`src/design/mcdc_pkg.sv`:
```
// ----------------------------------------------------------------------------
// mcdc_pkg
// Types, constants and saturating arithmetic shared by the clock drift
// corrector modules.
// ----------------------------------------------------------------------------
package mcdc_pkg;

   localparam logic [19:0]        US_PER_S    = 20'd1000000;
   localparam logic [9:0]         US_PER_MS   = 10'd1000;
   localparam logic [31:0]        FREQ_RESET  = 32'd10000000;
   localparam logic [30:0]        LIMIT_RESET = 31'd200000;
   localparam int                 DIV_STEPS   = 63;
   localparam logic signed [63:0] TIME_MAX    = 64'sh7FFF_FFFF_FFFF_FFFF;
   localparam logic signed [63:0] TIME_MIN    = 64'sh8000_0000_0000_0000;

   localparam logic REG_COUNTER_FREQUENCY = 1'b0;
   localparam logic REG_DRIFT_LIMIT       = 1'b1;

   typedef struct packed {
      logic [62:0] fine_count;
      logic [31:0] coarse_ms;
   } req_data_type;

   typedef struct packed {
      logic [62:0] time_us;
      logic        jump_corrected;
      logic        held;
   } rsp_data_type;

   typedef enum logic [10:0] {
      ST_IDLE     = 11'b000_0000_0001,
      ST_DELTA    = 11'b000_0000_0010,
      ST_MUL_LO   = 11'b000_0000_0100,
      ST_MUL_HI   = 11'b000_0000_1000,
      ST_DIV_INIT = 11'b000_0001_0000,
      ST_DIV      = 11'b000_0010_0000,
      ST_ADD_ADJ  = 11'b000_0100_0000,
      ST_STEP     = 11'b000_1000_0000,
      ST_DRIFT    = 11'b001_0000_0000,
      ST_CORRECT  = 11'b010_0000_0000,
      ST_COMMIT   = 11'b100_0000_0000
   } state_type;

   typedef struct packed {
      logic capture;
      logic delta;
      logic mul_lo;
      logic mul_hi;
      logic div_init;
      logic div_step;
      logic add_adj;
      logic step;
      logic drift;
      logic correct;
      logic commit;
   } cmd_type;

   typedef struct packed {
      logic div_last;
      logic out_free;
   } status_type;

   function automatic logic signed [63:0] sat_add(input logic signed [63:0] a,
                                                  input logic signed [63:0] b);
      logic signed [63:0] s;
      s = a + b;
      if (a[63] == b[63] && s[63] != a[63]) begin
         return a[63] ? TIME_MIN : TIME_MAX;
      end
      return s;
   endfunction

   function automatic logic signed [63:0] sat_sub(input logic signed [63:0] a,
                                                  input logic signed [63:0] b);
      logic signed [63:0] s;
      s = a - b;
      if (a[63] != b[63] && s[63] != a[63]) begin
         return a[63] ? TIME_MIN : TIME_MAX;
      end
      return s;
   endfunction

endpackage

```
`src/design/mcdc_csr.sv`:
```
// ----------------------------------------------------------------------------
// mcdc_csr
// Configuration registers: counter frequency and drift limit.
// ----------------------------------------------------------------------------
module mcdc_csr (
   input  logic        clock,
   input  logic        reset,
   input  logic        psel,
   input  logic        penable,
   input  logic        pwrite,
   input  logic [2:0]  paddr,
   input  logic [31:0] pwdata,
   output logic [31:0] prdata,
   output logic        pready,
   output logic [31:0] counter_frequency,
   output logic [30:0] drift_limit_us
);

   logic [31:0] freq_ff;
   logic [31:0] freq_in;
   logic [30:0] limit_ff;
   logic [30:0] limit_in;
   logic        wr_en;

   assign pready = 1'b1;
   assign wr_en  = psel && penable && pwrite && pready;

   always_comb begin
      freq_in  = freq_ff;
      limit_in = limit_ff;
      if (wr_en) begin
         case (paddr[2])
            mcdc_pkg::REG_COUNTER_FREQUENCY: freq_in = pwdata;
            mcdc_pkg::REG_DRIFT_LIMIT:       limit_in = pwdata[30:0];
            default: ;
         endcase
      end
   end

   always_comb begin
      case (paddr[2])
         mcdc_pkg::REG_COUNTER_FREQUENCY: prdata = freq_ff;
         mcdc_pkg::REG_DRIFT_LIMIT:       prdata = {1'b0, limit_ff};
         default:                         prdata = '0;
      endcase
   end

   always_ff @(posedge clock) begin
      if (reset) begin
         freq_ff  <= mcdc_pkg::FREQ_RESET;
         limit_ff <= mcdc_pkg::LIMIT_RESET;
      end else begin
         freq_ff  <= freq_in;
         limit_ff <= limit_in;
      end
   end

   assign counter_frequency = freq_ff;
   assign drift_limit_us    = limit_ff;

endmodule

```
`src/design/mcdc_ctrl.sv`:
```
// ----------------------------------------------------------------------------
// mcdc_ctrl
// Sequencer: steps one request through convert, divide, drift check and
// commit.
// ----------------------------------------------------------------------------
module mcdc_ctrl (
   input  logic                 clock,
   input  logic                 reset,
   input  logic                 req_valid,
   output logic                 req_stall,
   input  mcdc_pkg::status_type status,
   output mcdc_pkg::cmd_type    cmd
);

   mcdc_pkg::state_type state_ff;
   mcdc_pkg::state_type state_in;

   always_comb begin
      state_in = state_ff;
      case (state_ff)
         mcdc_pkg::ST_IDLE:     if (req_valid) state_in = mcdc_pkg::ST_DELTA;
         mcdc_pkg::ST_DELTA:    state_in = mcdc_pkg::ST_MUL_LO;
         mcdc_pkg::ST_MUL_LO:   state_in = mcdc_pkg::ST_MUL_HI;
         mcdc_pkg::ST_MUL_HI:   state_in = mcdc_pkg::ST_DIV_INIT;
         mcdc_pkg::ST_DIV_INIT: state_in = mcdc_pkg::ST_DIV;
         mcdc_pkg::ST_DIV:      if (status.div_last) state_in = mcdc_pkg::ST_ADD_ADJ;
         mcdc_pkg::ST_ADD_ADJ:  state_in = mcdc_pkg::ST_STEP;
         mcdc_pkg::ST_STEP:     state_in = mcdc_pkg::ST_DRIFT;
         mcdc_pkg::ST_DRIFT:    state_in = mcdc_pkg::ST_CORRECT;
         mcdc_pkg::ST_CORRECT:  state_in = mcdc_pkg::ST_COMMIT;
         mcdc_pkg::ST_COMMIT:   if (status.out_free) state_in = mcdc_pkg::ST_IDLE;
         default:               state_in = mcdc_pkg::ST_IDLE;
      endcase
   end

   always_ff @(posedge clock) begin
      if (reset) begin
         state_ff <= mcdc_pkg::ST_IDLE;
      end else begin
         state_ff <= state_in;
      end
   end

   assign req_stall    = (state_ff != mcdc_pkg::ST_IDLE);
   assign cmd.capture  = (state_ff == mcdc_pkg::ST_IDLE) && req_valid;
   assign cmd.delta    = (state_ff == mcdc_pkg::ST_DELTA);
   assign cmd.mul_lo   = (state_ff == mcdc_pkg::ST_MUL_LO);
   assign cmd.mul_hi   = (state_ff == mcdc_pkg::ST_MUL_HI);
   assign cmd.div_init = (state_ff == mcdc_pkg::ST_DIV_INIT);
   assign cmd.div_step = (state_ff == mcdc_pkg::ST_DIV);
   assign cmd.add_adj  = (state_ff == mcdc_pkg::ST_ADD_ADJ);
   assign cmd.step     = (state_ff == mcdc_pkg::ST_STEP);
   assign cmd.drift    = (state_ff == mcdc_pkg::ST_DRIFT);
   assign cmd.correct  = (state_ff == mcdc_pkg::ST_CORRECT);
   assign cmd.commit   = (state_ff == mcdc_pkg::ST_COMMIT) && status.out_free;

   a_div_exit: assert property (@(posedge clock) disable iff (reset)
      state_ff == mcdc_pkg::ST_DIV && status.div_last |=> state_ff == mcdc_pkg::ST_ADD_ADJ)
      else $error("divider did not hand over to adjustment add");

   a_commit_idle: assert property (@(posedge clock) disable iff (reset)
      cmd.commit |=> state_ff == mcdc_pkg::ST_IDLE && !req_stall)
      else $error("sequencer not ready after commit");

endmodule

```
`src/design/mcdc_dp.sv`:
```
// ----------------------------------------------------------------------------
// mcdc_dp
// Datapath: counter-to-microsecond conversion with a two-pass multiply and a
// restoring divider, drift correction, monotonic hold and result register.
// ----------------------------------------------------------------------------
module mcdc_dp (
   input  logic                   clock,
   input  logic                   reset,
   input  mcdc_pkg::cmd_type      cmd,
   output mcdc_pkg::status_type   status,
   input  mcdc_pkg::req_data_type req_data,
   input  logic [31:0]            counter_frequency,
   input  logic [30:0]            drift_limit_us,
   output logic                   rsp_valid,
   input  logic                   rsp_stall,
   output mcdc_pkg::rsp_data_type rsp_data
);

   // sample and persistent state
   logic [62:0]        fine_ff;
   logic [31:0]        coarse_ff;
   logic               started_ff;
   logic [62:0]        origin_ff;
   logic [31:0]        last_tick_ff;
   logic signed [63:0] last_time_ff;
   logic signed [63:0] adj_ff;

   // conversion
   logic [62:0] delta_ff;
   logic [41:0] tick_us_ff;
   logic [82:0] prod_ff;
   logic [31:0] div_ff;
   logic [31:0] rem_ff;
   logic [62:0] quo_ff;
   logic [5:0]  cnt_ff;
   logic        sat_ff;

   // drift check
   logic signed [63:0] now_ff;
   logic signed [63:0] step_ff;
   logic signed [63:0] drift_ff;
   logic               jump_ff;

   logic                   rsp_valid_ff;
   mcdc_pkg::rsp_data_type rsp_ff;

   logic [31:0]        mul_a;
   logic [51:0]        mul_p;
   logic [31:0]        tick_gap;
   logic [31:0]        divisor;
   logic [32:0]        trial;
   logic [32:0]        trial_sub;
   logic               trial_ge;
   logic signed [63:0] quotient;
   logic signed [63:0] limit_pos;
   logic signed [63:0] limit_neg;
   logic               big;
   logic               held;

   assign mul_a     = cmd.mul_hi ? {1'b0, delta_ff[62:32]} : delta_ff[31:0];
   assign mul_p     = 52'(mul_a) * 52'(mcdc_pkg::US_PER_S);
   assign tick_gap  = coarse_ff - last_tick_ff;
   assign divisor   = (counter_frequency == 32'd0) ? 32'd1 : counter_frequency;
   assign trial     = {rem_ff, quo_ff[62]};
   assign trial_sub = trial - {1'b0, div_ff};
   assign trial_ge  = (trial >= {1'b0, div_ff});
   assign quotient  = sat_ff ? mcdc_pkg::TIME_MAX : $signed({1'b0, quo_ff});
   assign limit_pos = $signed({33'd0, drift_limit_us});
   assign limit_neg = -limit_pos;
   assign big       = (drift_ff > limit_pos) || (drift_ff < limit_neg);
   assign held      = (now_ff < last_time_ff);

   always_ff @(posedge clock) begin
      if (reset) begin
         started_ff   <= 1'b0;
         origin_ff    <= '0;
         last_tick_ff <= '0;
         last_time_ff <= '0;
         adj_ff       <= '0;
      end else begin
         if (cmd.capture && !started_ff) begin
            started_ff   <= 1'b1;
            origin_ff    <= req_data.fine_count;
            last_tick_ff <= req_data.coarse_ms;
            last_time_ff <= '0;
         end
         if (cmd.correct && big) begin
            adj_ff <= mcdc_pkg::sat_add(adj_ff, drift_ff);
         end
         if (cmd.commit && !held) begin
            last_tick_ff <= coarse_ff;
            last_time_ff <= now_ff;
         end
      end
   end

   always_ff @(posedge clock) begin
      if (cmd.capture) begin
         fine_ff   <= req_data.fine_count;
         coarse_ff <= req_data.coarse_ms;
      end
      if (cmd.delta) begin
         delta_ff   <= (fine_ff >= origin_ff) ? (fine_ff - origin_ff) : '0;
         tick_us_ff <= 42'(tick_gap) * 42'(mcdc_pkg::US_PER_MS);
      end
      if (cmd.mul_lo) begin
         prod_ff <= 83'(mul_p);
      end
      if (cmd.mul_hi) begin
         prod_ff <= prod_ff + (83'(mul_p) << 32);
      end
      if (cmd.div_init) begin
         div_ff <= divisor;
         sat_ff <= ({12'd0, prod_ff[82:63]} >= divisor);
         rem_ff <= {12'd0, prod_ff[82:63]};
         quo_ff <= prod_ff[62:0];
         cnt_ff <= '0;
      end
      if (cmd.div_step) begin
         rem_ff <= trial_ge ? trial_sub[31:0] : trial[31:0];
         quo_ff <= {quo_ff[61:0], trial_ge};
         cnt_ff <= cnt_ff + 6'd1;
      end
      if (cmd.add_adj) begin
         now_ff <= mcdc_pkg::sat_add(quotient, adj_ff);
      end
      if (cmd.step) begin
         step_ff <= mcdc_pkg::sat_sub(now_ff, last_time_ff);
      end
      if (cmd.drift) begin
         drift_ff <= mcdc_pkg::sat_sub($signed({22'd0, tick_us_ff}), step_ff);
      end
      if (cmd.correct) begin
         jump_ff <= big;
         if (big) begin
            now_ff <= mcdc_pkg::sat_add(now_ff, drift_ff);
         end
      end
      if (cmd.commit) begin
         rsp_ff.time_us        <= held ? last_time_ff[62:0] : now_ff[62:0];
         rsp_ff.jump_corrected <= jump_ff;
         rsp_ff.held           <= held;
      end
   end

   always_ff @(posedge clock) begin
      if (reset) begin
         rsp_valid_ff <= 1'b0;
      end else if (cmd.commit) begin
         rsp_valid_ff <= 1'b1;
      end else if (!rsp_stall) begin
         rsp_valid_ff <= 1'b0;
      end
   end

   assign status.div_last = (cnt_ff == 6'(mcdc_pkg::DIV_STEPS - 1));
   assign status.out_free = !rsp_valid_ff || !rsp_stall;
   assign rsp_valid       = rsp_valid_ff;
   assign rsp_data        = rsp_ff;

   a_time_monotonic: assert property (@(posedge clock)
      !reset && !$past(reset) |-> last_time_ff >= $past(last_time_ff))
      else $error("last output time went backward");

   a_commit_output: assert property (@(posedge clock) disable iff (reset)
      cmd.commit |=> rsp_valid_ff && rsp_ff.time_us == last_time_ff[62:0])
      else $error("result time differs from committed time");

   a_held_keeps_tick: assert property (@(posedge clock) disable iff (reset)
      cmd.commit && held |=> $stable(last_tick_ff) && rsp_ff.held)
      else $error("held request updated the last tick");

endmodule

```
`src/design/monotonic_clock_drift_corrector_top.sv`:
```
// ----------------------------------------------------------------------------
// monotonic_clock_drift_corrector_top
// Converts fine counter samples to monotonic microseconds, corrected against
// a coarse millisecond tick.
// ----------------------------------------------------------------------------
// One request is processed at a time: a new request is accepted only when the
// sequencer has returned to idle after the previous commit. Most of the work
// is the 63-step restoring divider that turns (fine - origin) * 1000000 into
// microseconds by the counter frequency; the multiply takes two passes of a
// 32 x 20 bit multiplier, and the drift check runs single-add steps for the
// adjustment add, step, drift and correction. The result waits in an output
// register; while it waits, the next request runs up to its last step and
// holds there until the previous result has been taken or is being taken.
module monotonic_clock_drift_corrector_top (
   input  logic                   clock,
   input  logic                   reset,
   input  logic                   req_valid,
   output logic                   req_stall,
   input  mcdc_pkg::req_data_type req_data,
   output logic                   rsp_valid,
   input  logic                   rsp_stall,
   output mcdc_pkg::rsp_data_type rsp_data,
   input  logic                   psel,
   input  logic                   penable,
   input  logic                   pwrite,
   input  logic [2:0]             paddr,
   input  logic [31:0]            pwdata,
   output logic [31:0]            prdata,
   output logic                   pready
);

   mcdc_pkg::cmd_type    cmd;
   mcdc_pkg::status_type status;
   logic [31:0]          counter_frequency;
   logic [30:0]          drift_limit_us;

   mcdc_csr u_csr (
      .clock             (clock),
      .reset             (reset),
      .psel              (psel),
      .penable           (penable),
      .pwrite            (pwrite),
      .paddr             (paddr),
      .pwdata            (pwdata),
      .prdata            (prdata),
      .pready            (pready),
      .counter_frequency (counter_frequency),
      .drift_limit_us    (drift_limit_us)
   );

   mcdc_ctrl u_ctrl (
      .clock     (clock),
      .reset     (reset),
      .req_valid (req_valid),
      .req_stall (req_stall),
      .status    (status),
      .cmd       (cmd)
   );

   mcdc_dp u_dp (
      .clock             (clock),
      .reset             (reset),
      .cmd               (cmd),
      .status            (status),
      .req_data          (req_data),
      .counter_frequency (counter_frequency),
      .drift_limit_us    (drift_limit_us),
      .rsp_valid         (rsp_valid),
      .rsp_stall         (rsp_stall),
      .rsp_data          (rsp_data)
   );

endmodule

```
`config.mk`:
```
export PLATFORM = sky130hd
export DESIGN_NAME = monotonic_clock_drift_corrector_top
export DESIGN_NICKNAME = d
export VERILOG_FILES = /design/src/design/mcdc_pkg.sv /design/src/design/mcdc_csr.sv /design/src/design/mcdc_ctrl.sv /design/src/design/mcdc_dp.sv /design/src/design/monotonic_clock_drift_corrector_top.sv
export SDC_FILE = /design/constraint.sdc
export NUM_CORES = 2
export LEC_CHECK = 0
export BUFFER_PORTS_ARGS = -buffer_cell sky130_fd_sc_hd__buf_2
export CORE_ASPECT_RATIO = 1.25
export CORE_MARGIN = 4
export CORE_UTILIZATION = 30
export CTS_BUF_LIST = sky130_fd_sc_hd__clkbuf_2
export CTS_CLUSTER_SIZE = 25
export DETAILED_ROUTE_END_ITERATION = 12
export GPL_TIMING_DRIVEN = 0
export PLACE_DENSITY = 0.46
export SETUP_SLACK_MARGIN = 0.3
export SKIP_CTS_REPAIR_TIMING = 1
export SYNTH_ARGS = -nofsm -noshare
export SYNTH_HDL_FRONTEND = slang
export SYNTH_SLANG_ARGS = --single-unit
```
`constraint.sdc`:
```
create_clock -name clock -period 25.5 [get_ports clock]
set_input_delay 2.55 -clock clock [delete_from_list [all_inputs] [get_ports clock]]
set_output_delay 2.55 -clock clock [all_outputs]
set_load 0.05 [all_outputs]
```
Word level (Yosys, flattened, before mapping)
Cells that the tools add are included.
{"block": "totals", "reg_bits": 971, "wordCells": 148}
{"block": "op_classes", "addsub": 11, "mul": 2, "order_cmp": 6, "eq_ne": 25, "mux": 52, "bitwise": 1, "reduce_logical": 25}
{"op": "64-bit two-way mux", "count": 18}
{"op": "63-bit two-way mux", "count": 4}
{"op": "32-bit two-way mux", "count": 7}
{"op": "64-bit adder", "count": 3}
{"op": "83-bit two-way mux", "count": 2}
{"op": "64-bit less-than comparator", "count": 2}
{"op": "11-bit case mux with 11 select lines", "count": 1}
{"op": "83-bit adder", "count": 1}
{"op": "64-bit by 32-bit greater-than comparator with 1-bit output", "count": 1}
{"op": "31-bit negation with 64-bit output", "count": 1}
{"op": "32-bit case mux with 2 select lines", "count": 1}
{"op": "32-bit subtractor", "count": 2}
{"op": "43-bit by 64-bit subtractor with 64-bit output", "count": 1}
{"op": "64-bit subtractor", "count": 1}
{"op": "63-bit >= comparator", "count": 1}
{"op": "63-bit subtractor", "count": 1}
{"op": "32-bit by 14-bit multiplier with 46-bit output (second input constant)", "count": 1}
{"op": "32-bit by 7-bit multiplier with 39-bit output (second input constant)", "count": 1}
{"op": "33-bit by 32-bit >= comparator with 1-bit output", "count": 1}
{"op": "11-bit two-way mux", "count": 3}
{"op": "20-bit by 32-bit >= comparator with 1-bit output", "count": 1}
{"op": "32-bit zero test", "count": 1}
{"op": "1-bit two-way mux", "count": 14}
{"op": "1-bit logical AND", "count": 12}
{"op": "other kinds (27)", "count": 41}

Longest topological paths before layout
{"block": "depth", "depth_word": 10, "ltp_mapped": 41}

Modules after synthesis
From an unflattened synthesis, not the netlist that was laid out.
{"block": "unflattened", "hier_cells": 8429, "hier_area_um2": 77055.2}
{"mod": "mcdc_dp", "instances": 1, "cells_per_inst": 8062, "area_each_um2": 73375.4}
{"mod": "mcdc_csr", "instances": 1, "cells_per_inst": 293, "area_each_um2": 3051.7}
{"mod": "mcdc_ctrl", "instances": 1, "cells_per_inst": 74, "area_each_um2": 628.1}

Worst setup path before layout
No wires, ideal clock.
{"block": "synth_timing", "path_type": "flip-flop to flip-flop", "startpoint": "reg u_ctrl.state_ff[4]", "endpoint": "reg u_dp.prod_ff[82], data pin", "setup_time_ps": 266, "arrival_ps": 9573, "t_required_ps": 25234, "path_slack_ps": 15661, "path_stages_with_launch": 42, "n_path_buf": 5, "synth_period_minus_slack_ps": 9839, "cell_sequence": "dfxtp_1 or4_1 buf_2 or4_1 clkbuf_1 clkbuf_1 clkbuf_1 mux2i_1 inv_1 ha_1 inv_1 fa_1 inv_1 fa_1 fa_1 ha_1 inv_1 fa_1 [... 6 more ...] a211oi_1 o2111a_1 nor2_1 o31a_1 a211o_1 o21bai_1 xor2_1 ha_1 a21o_1 a21o_1 a21oi_1 nor2b_1 o21ai_0 nand2b_1 a221o_1 a21o_1 xnor2_1 nor2_1"}
{"block": "synth_via", "elab_chain_len": 5}
{"item": "start, declared", "line_no": "mcdc_ctrl.sv:15", "source": "mcdc_pkg::state_type state_ff;"}
{"item": "start signal, assigned", "line_no": "mcdc_ctrl.sv:38", "source": "state_ff <= mcdc_pkg::ST_IDLE;"}
{"item": "start signal, assigned", "line_no": "mcdc_ctrl.sv:40", "source": "state_ff <= state_in;"}
{"item": "11-bit by 4-bit equality test with 1-bit output (*)", "line_no": "mcdc_ctrl.sv:48", "source": "assign cmd.mul_hi = (state_ff == mcdc_pkg::ST_MUL_HI);"}
{"item": "32-bit two-way mux", "line_no": "mcdc_dp.sv:60", "source": "assign mul_a = cmd.mul_hi ? {1'b0, delta_ff[62:32]} : delta_ff[31:0];"}
{"item": "32-bit by 14-bit multiplier with 46-bit output", "line_no": "mcdc_dp.sv:61", "source": "assign mul_p = 52'(mul_a) * 52'(mcdc_pkg::US_PER_S);"}
{"item": "83-bit adder", "line_no": "mcdc_dp.sv:110", "source": "prod_ff <= prod_ff + (83'(mul_p) << 32);"}
{"item": "83-bit two-way mux (*)", "line_no": "mcdc_dp.sv:109", "source": "if (cmd.mul_hi) begin"}
{"item": "end signal, assigned", "line_no": "mcdc_dp.sv:107", "source": "prod_ff <= 83'(mul_p);"}
{"item": "end signal, assigned", "line_no": "mcdc_dp.sv:110"}
{"item": "end, declared", "line_no": "mcdc_dp.sv:31", "source": "logic [82:0] prod_ff;"}
Every way passes the cells marked *; elsewhere a longest branch is shown, timed or not.
A chain may end at the register's enable or synchronous reset.

Worst setup path after layout
{"block": "layout_timing", "startpoint": "reg u_ctrl.state_ff[1]", "endpoint": "reg u_dp.prod_ff[82], data pin"}
Same word-level chain as after synthesis.

==> results by group <==
Yosys
  • Syn_nets: 9971
  • Yosys warns: 0
  • Synth area leader: edfxtp_1
  • Synth Flop Type: edfxtp_1
  • Commonest cells in the netlist: nand2_1 (936), a21oi_1 (862), ha_1 (817), inv_1 (721), edfxtp_1 (603)
  • Seq cells post-synth: 965
  • Mean post-synth cell area: 8.88 um2
  • Most frequent cell after synthesis: nand2_1
  • Sequential element share of the synthesized area: 0.326
  • Ys async rst share: 0
  • Cells after Synth: 8769
  • Post-Syn Area: 0.0779 mm2
  • Post-synth top area share: 0.233
  • Post-synth EDFFs: 603
  • Synth cell types: 87
  • Synth top area cells: edfxtp_1 (23%), ha_1 (13%), dfxtp_1 (9.3%), fa_1 (6.4%), a21oi_1 (5.5%)

Timing
  • Minimum clock period: 12.50 ns
  • Maximum clock rate: 80.0 MHz
  • Max-slew violation count: 0
  • Rel. slew slack: 0.0520
  • Unrepaired setup endpoints after global routing: false
  • Finish-stage setup viols: 0
  • Setup TNS: 0 ns
  • Clk_skew: 0.225 ns
  • Period utilisation layout: 0.490
  • Final Hold Vio Count: 0
  • Worst-Margin Slew: 1.42 ns

Worst setup path
  • CP Launch Type: register
  • Worst-path maximum fanout: 10
  • Critical path arrival: 13.73 ns
  • Worst Reg-to-Reg Cells: 40
  • Critical path required time: 26.73 ns
  • R2R Setup Slk: 13.00 ns
  • CP endpoint kind: register
  • Reg-to-reg startpoint: u_ctrl.state_ff[1]$_SDFFE_PP0P_
  • Slowest cell delay on critical path: 0.92 ns
  • Slowest stage cell, crit path: mux2i_1
  • Setup CP Type: reg2reg
  • RR Endpoint: u_dp.prod_ff[82]$_SDFFCE_PN0P_

Hold path
  • Hold path startpoint: u_dp.origin_ff[18]$_SDFFE_PP0P_
  • Hold path cells: 2
  • WHS Endpoint: u_dp.origin_ff[18]$_SDFFE_PP0P_
  • Worst Hold Class: reg2reg

Route
  • First-pass DRT Iterations: 6
  • Via/cell ratio: 5.12
  • Drt initial violations: 3733
  • DR vias: 66000
  • Routed wire length: 279 mm
  • Final ANT Viol Nets: 0
  • Drc violations: 0
  • Wire length per cell: 21.6 um

Global route
  • Grt met2 use: 0.356
  • Met1 Track Usage GR: 0.238
  • Met3 usage: 0.0299
  • GRT Overall Usage: 0.201
  • Vias in the first global route: 66700
  • Initial antenna violation count: 41
  • GRT Max-Usage Layer: met2
  • Largest net degree at the start of global routing: 68
  • Global-route wire length before repair: 412 mm
  • Grt ovf: 0

Clock tree
  • Root Driver: clkbuf_2
  • TritonCTS buffer count: 285
  • Clock Latency Late Sink: 1.66 ns
  • CTS tree: done
  • Worst-path clk slew: 0.09 ns
  • Clock buffer depth: 4
  • H-tree lvl count: 5
  • Clk sinks: 965

Place
  • Port bufs: 231
  • Placed insts: 12400
  • DP HPWL: 231 mm
  • GPL Wtd Cong: 0.934

Floorplan
  • Initial core utilization: 0.302
  • # IOs: 237
  • Rows: 208
  • Core box area: 0.258 mm2
  • Die area: 0.268 mm2
  • Die width: 464 um
  • Die height: 578 um

Final layout
  • Share of cells above drive strength 1: 0.0973
  • Multi-input gate area: 0.0483 mm2
  • Final #Nets: 10500
  • Area growth, synth to finish: 10.8%
  • Fillers: 27100
  • Final cell count without fillers: 12900
  • Sequential cell area: 0.0254 mm2

Run
  • MaxCap Viol Count: 0

Outcome
  • Status: completed
## how the worst max path moves through the flow
stage                               startpoint                              to  slack (ns)
2_1_floorplan  u_ctrl.state_ff[4]$_SDFFE_PP0P_  u_dp.prod_ff[82]$_SDFFCE_PN0P_       15.66
3_3_place_gp   u_ctrl.state_ff[1]$_SDFFE_PP0P_  u_dp.prod_ff[82]$_SDFFCE_PN0P_       13.13
3_5_place_dp   u_ctrl.state_ff[1]$_SDFFE_PP0P_  u_dp.prod_ff[82]$_SDFFCE_PN0P_       13.12
4_1_cts        u_ctrl.state_ff[7]$_SDFFE_PP0P_  u_dp.prod_ff[82]$_SDFFCE_PN0P_       12.97
5_1_grt        u_ctrl.state_ff[1]$_SDFFE_PP0P_  u_dp.prod_ff[82]$_SDFFCE_PN0P_       12.25
6_report       u_ctrl.state_ff[1]$_SDFFE_PP0P_  u_dp.prod_ff[82]$_SDFFCE_PN0P_       13.00
## cells in the final DEF, fill, tap and decap left out, types with 25 or more instances in the layout
master / instances
clkbuf_1: 356
nor3_1: 152
xor2_1: 207
mux2i_1: 63
fa_1: 248
nor4_1: 73
nor2_1: 564
o211ai_1: 39
o21bai_1: 92
a31oi_1: 64
edfxtp_1: 603
dfxtp_1: 362
mux2_2: 80
nand4_1: 113
nand2b_1: 140
or3_1: 25
o21ai_0: 415
clkbuf_2: 412
o22ai_1: 61
o21a_1: 70
ha_1: 817
nor2b_1: 80
clkinv_1: 61
and2_1: 71
or2_2: 89
o31ai_1: 27
nand2_1: 934
a211oi_1: 79
a21o_1: 324
buf_2: 249
a21oi_1: 862
inv_1: 719
and3_1: 56
nand3_1: 210
xnor2_1: 361
a211o_1: 31
## registers in the layout, summed over array words and instances (netlist names), 39 cells and up
register / count
u_dp.delta_ff: 63
u_dp.tick_us_ff: 39
u_dp.prod_ff: 77
u_dp.adj_ff: 64
u_dp.drift_ff: 64
u_dp.fine_ff: 63
u_dp.step_ff: 64
u_dp.rsp_data: 65
u_dp.quo_ff: 63
u_dp.origin_ff: 63
u_dp.last_time_ff: 64
u_dp.now_ff: 64
## layout make-up
cell class                 count  share of cell area
timing repair buffer         249              0.0170
clock inverter                94             0.00716
sequential                   965               0.294
antenna                       13            0.000377
tap                         3360              0.0487
inverter                     722              0.0314
clock buffer                 408              0.0237
buffer                       395              0.0176
multi-input combinational   6687               0.560
## routing by layer
layer / vias to the layer above / share of wire
li1: 32400 / -
met1: 31500 / 0.41
met2: 1531 / 0.49
met3: 506 / 0.042
met4: 36 / 0.054
met5: - / 0.00078
## critical path: cells and delay by family, from the launching register on
| family | cells | cell delay [ns] |
|---|---|---|
| AOI/OAI and AO/OA | 9 | 2.45 |
| DFF | 1 | 0.36 |
| adders and majority gates | 8 | 3.29 |
| buffers and inverters | 10 | 2.14 |
| muxes | 1 | 0.92 |
| and+or+nand+nor | 10 | 2.19 |
| xor gates and xnor gates | 2 | 0.79 |
## stage by stage
stage	util	instance area, um2	hold WS [ns]	setup slack, ns
after floorplan	-	77900	0.400	15.66
after global placement	0.323	83200	0.439	13.13
after detailed placement	0.325	83600	0.444	13.12
after CTS	0.335	86300	0.450	12.97
after global routing	0.335	86300	0.476	12.25
final	0.335	86300	0.452	13.00
## kinds of logic (layout without fill, tap and decap cells)
group	after synthesis	in the layout	share of synthesized area
AND/OR/NAND/NOR	2591	2591	0.156
AO/OA/AOI/OAI	2317	2317	0.185
buffers and inverters	1117	1868	0.0543
adder cells (fa/ha/maj)	1067	1067	0.195
flip-flops	965	965	0.326
XOR/XNOR	568	568	0.0639
multiplexers	143	143	0.0197
other	1	14	0.0000482
Power is left out: the tool's default activity adds up to more than one toggle a clock period on the data nets, which glitch-free logic cannot reach.
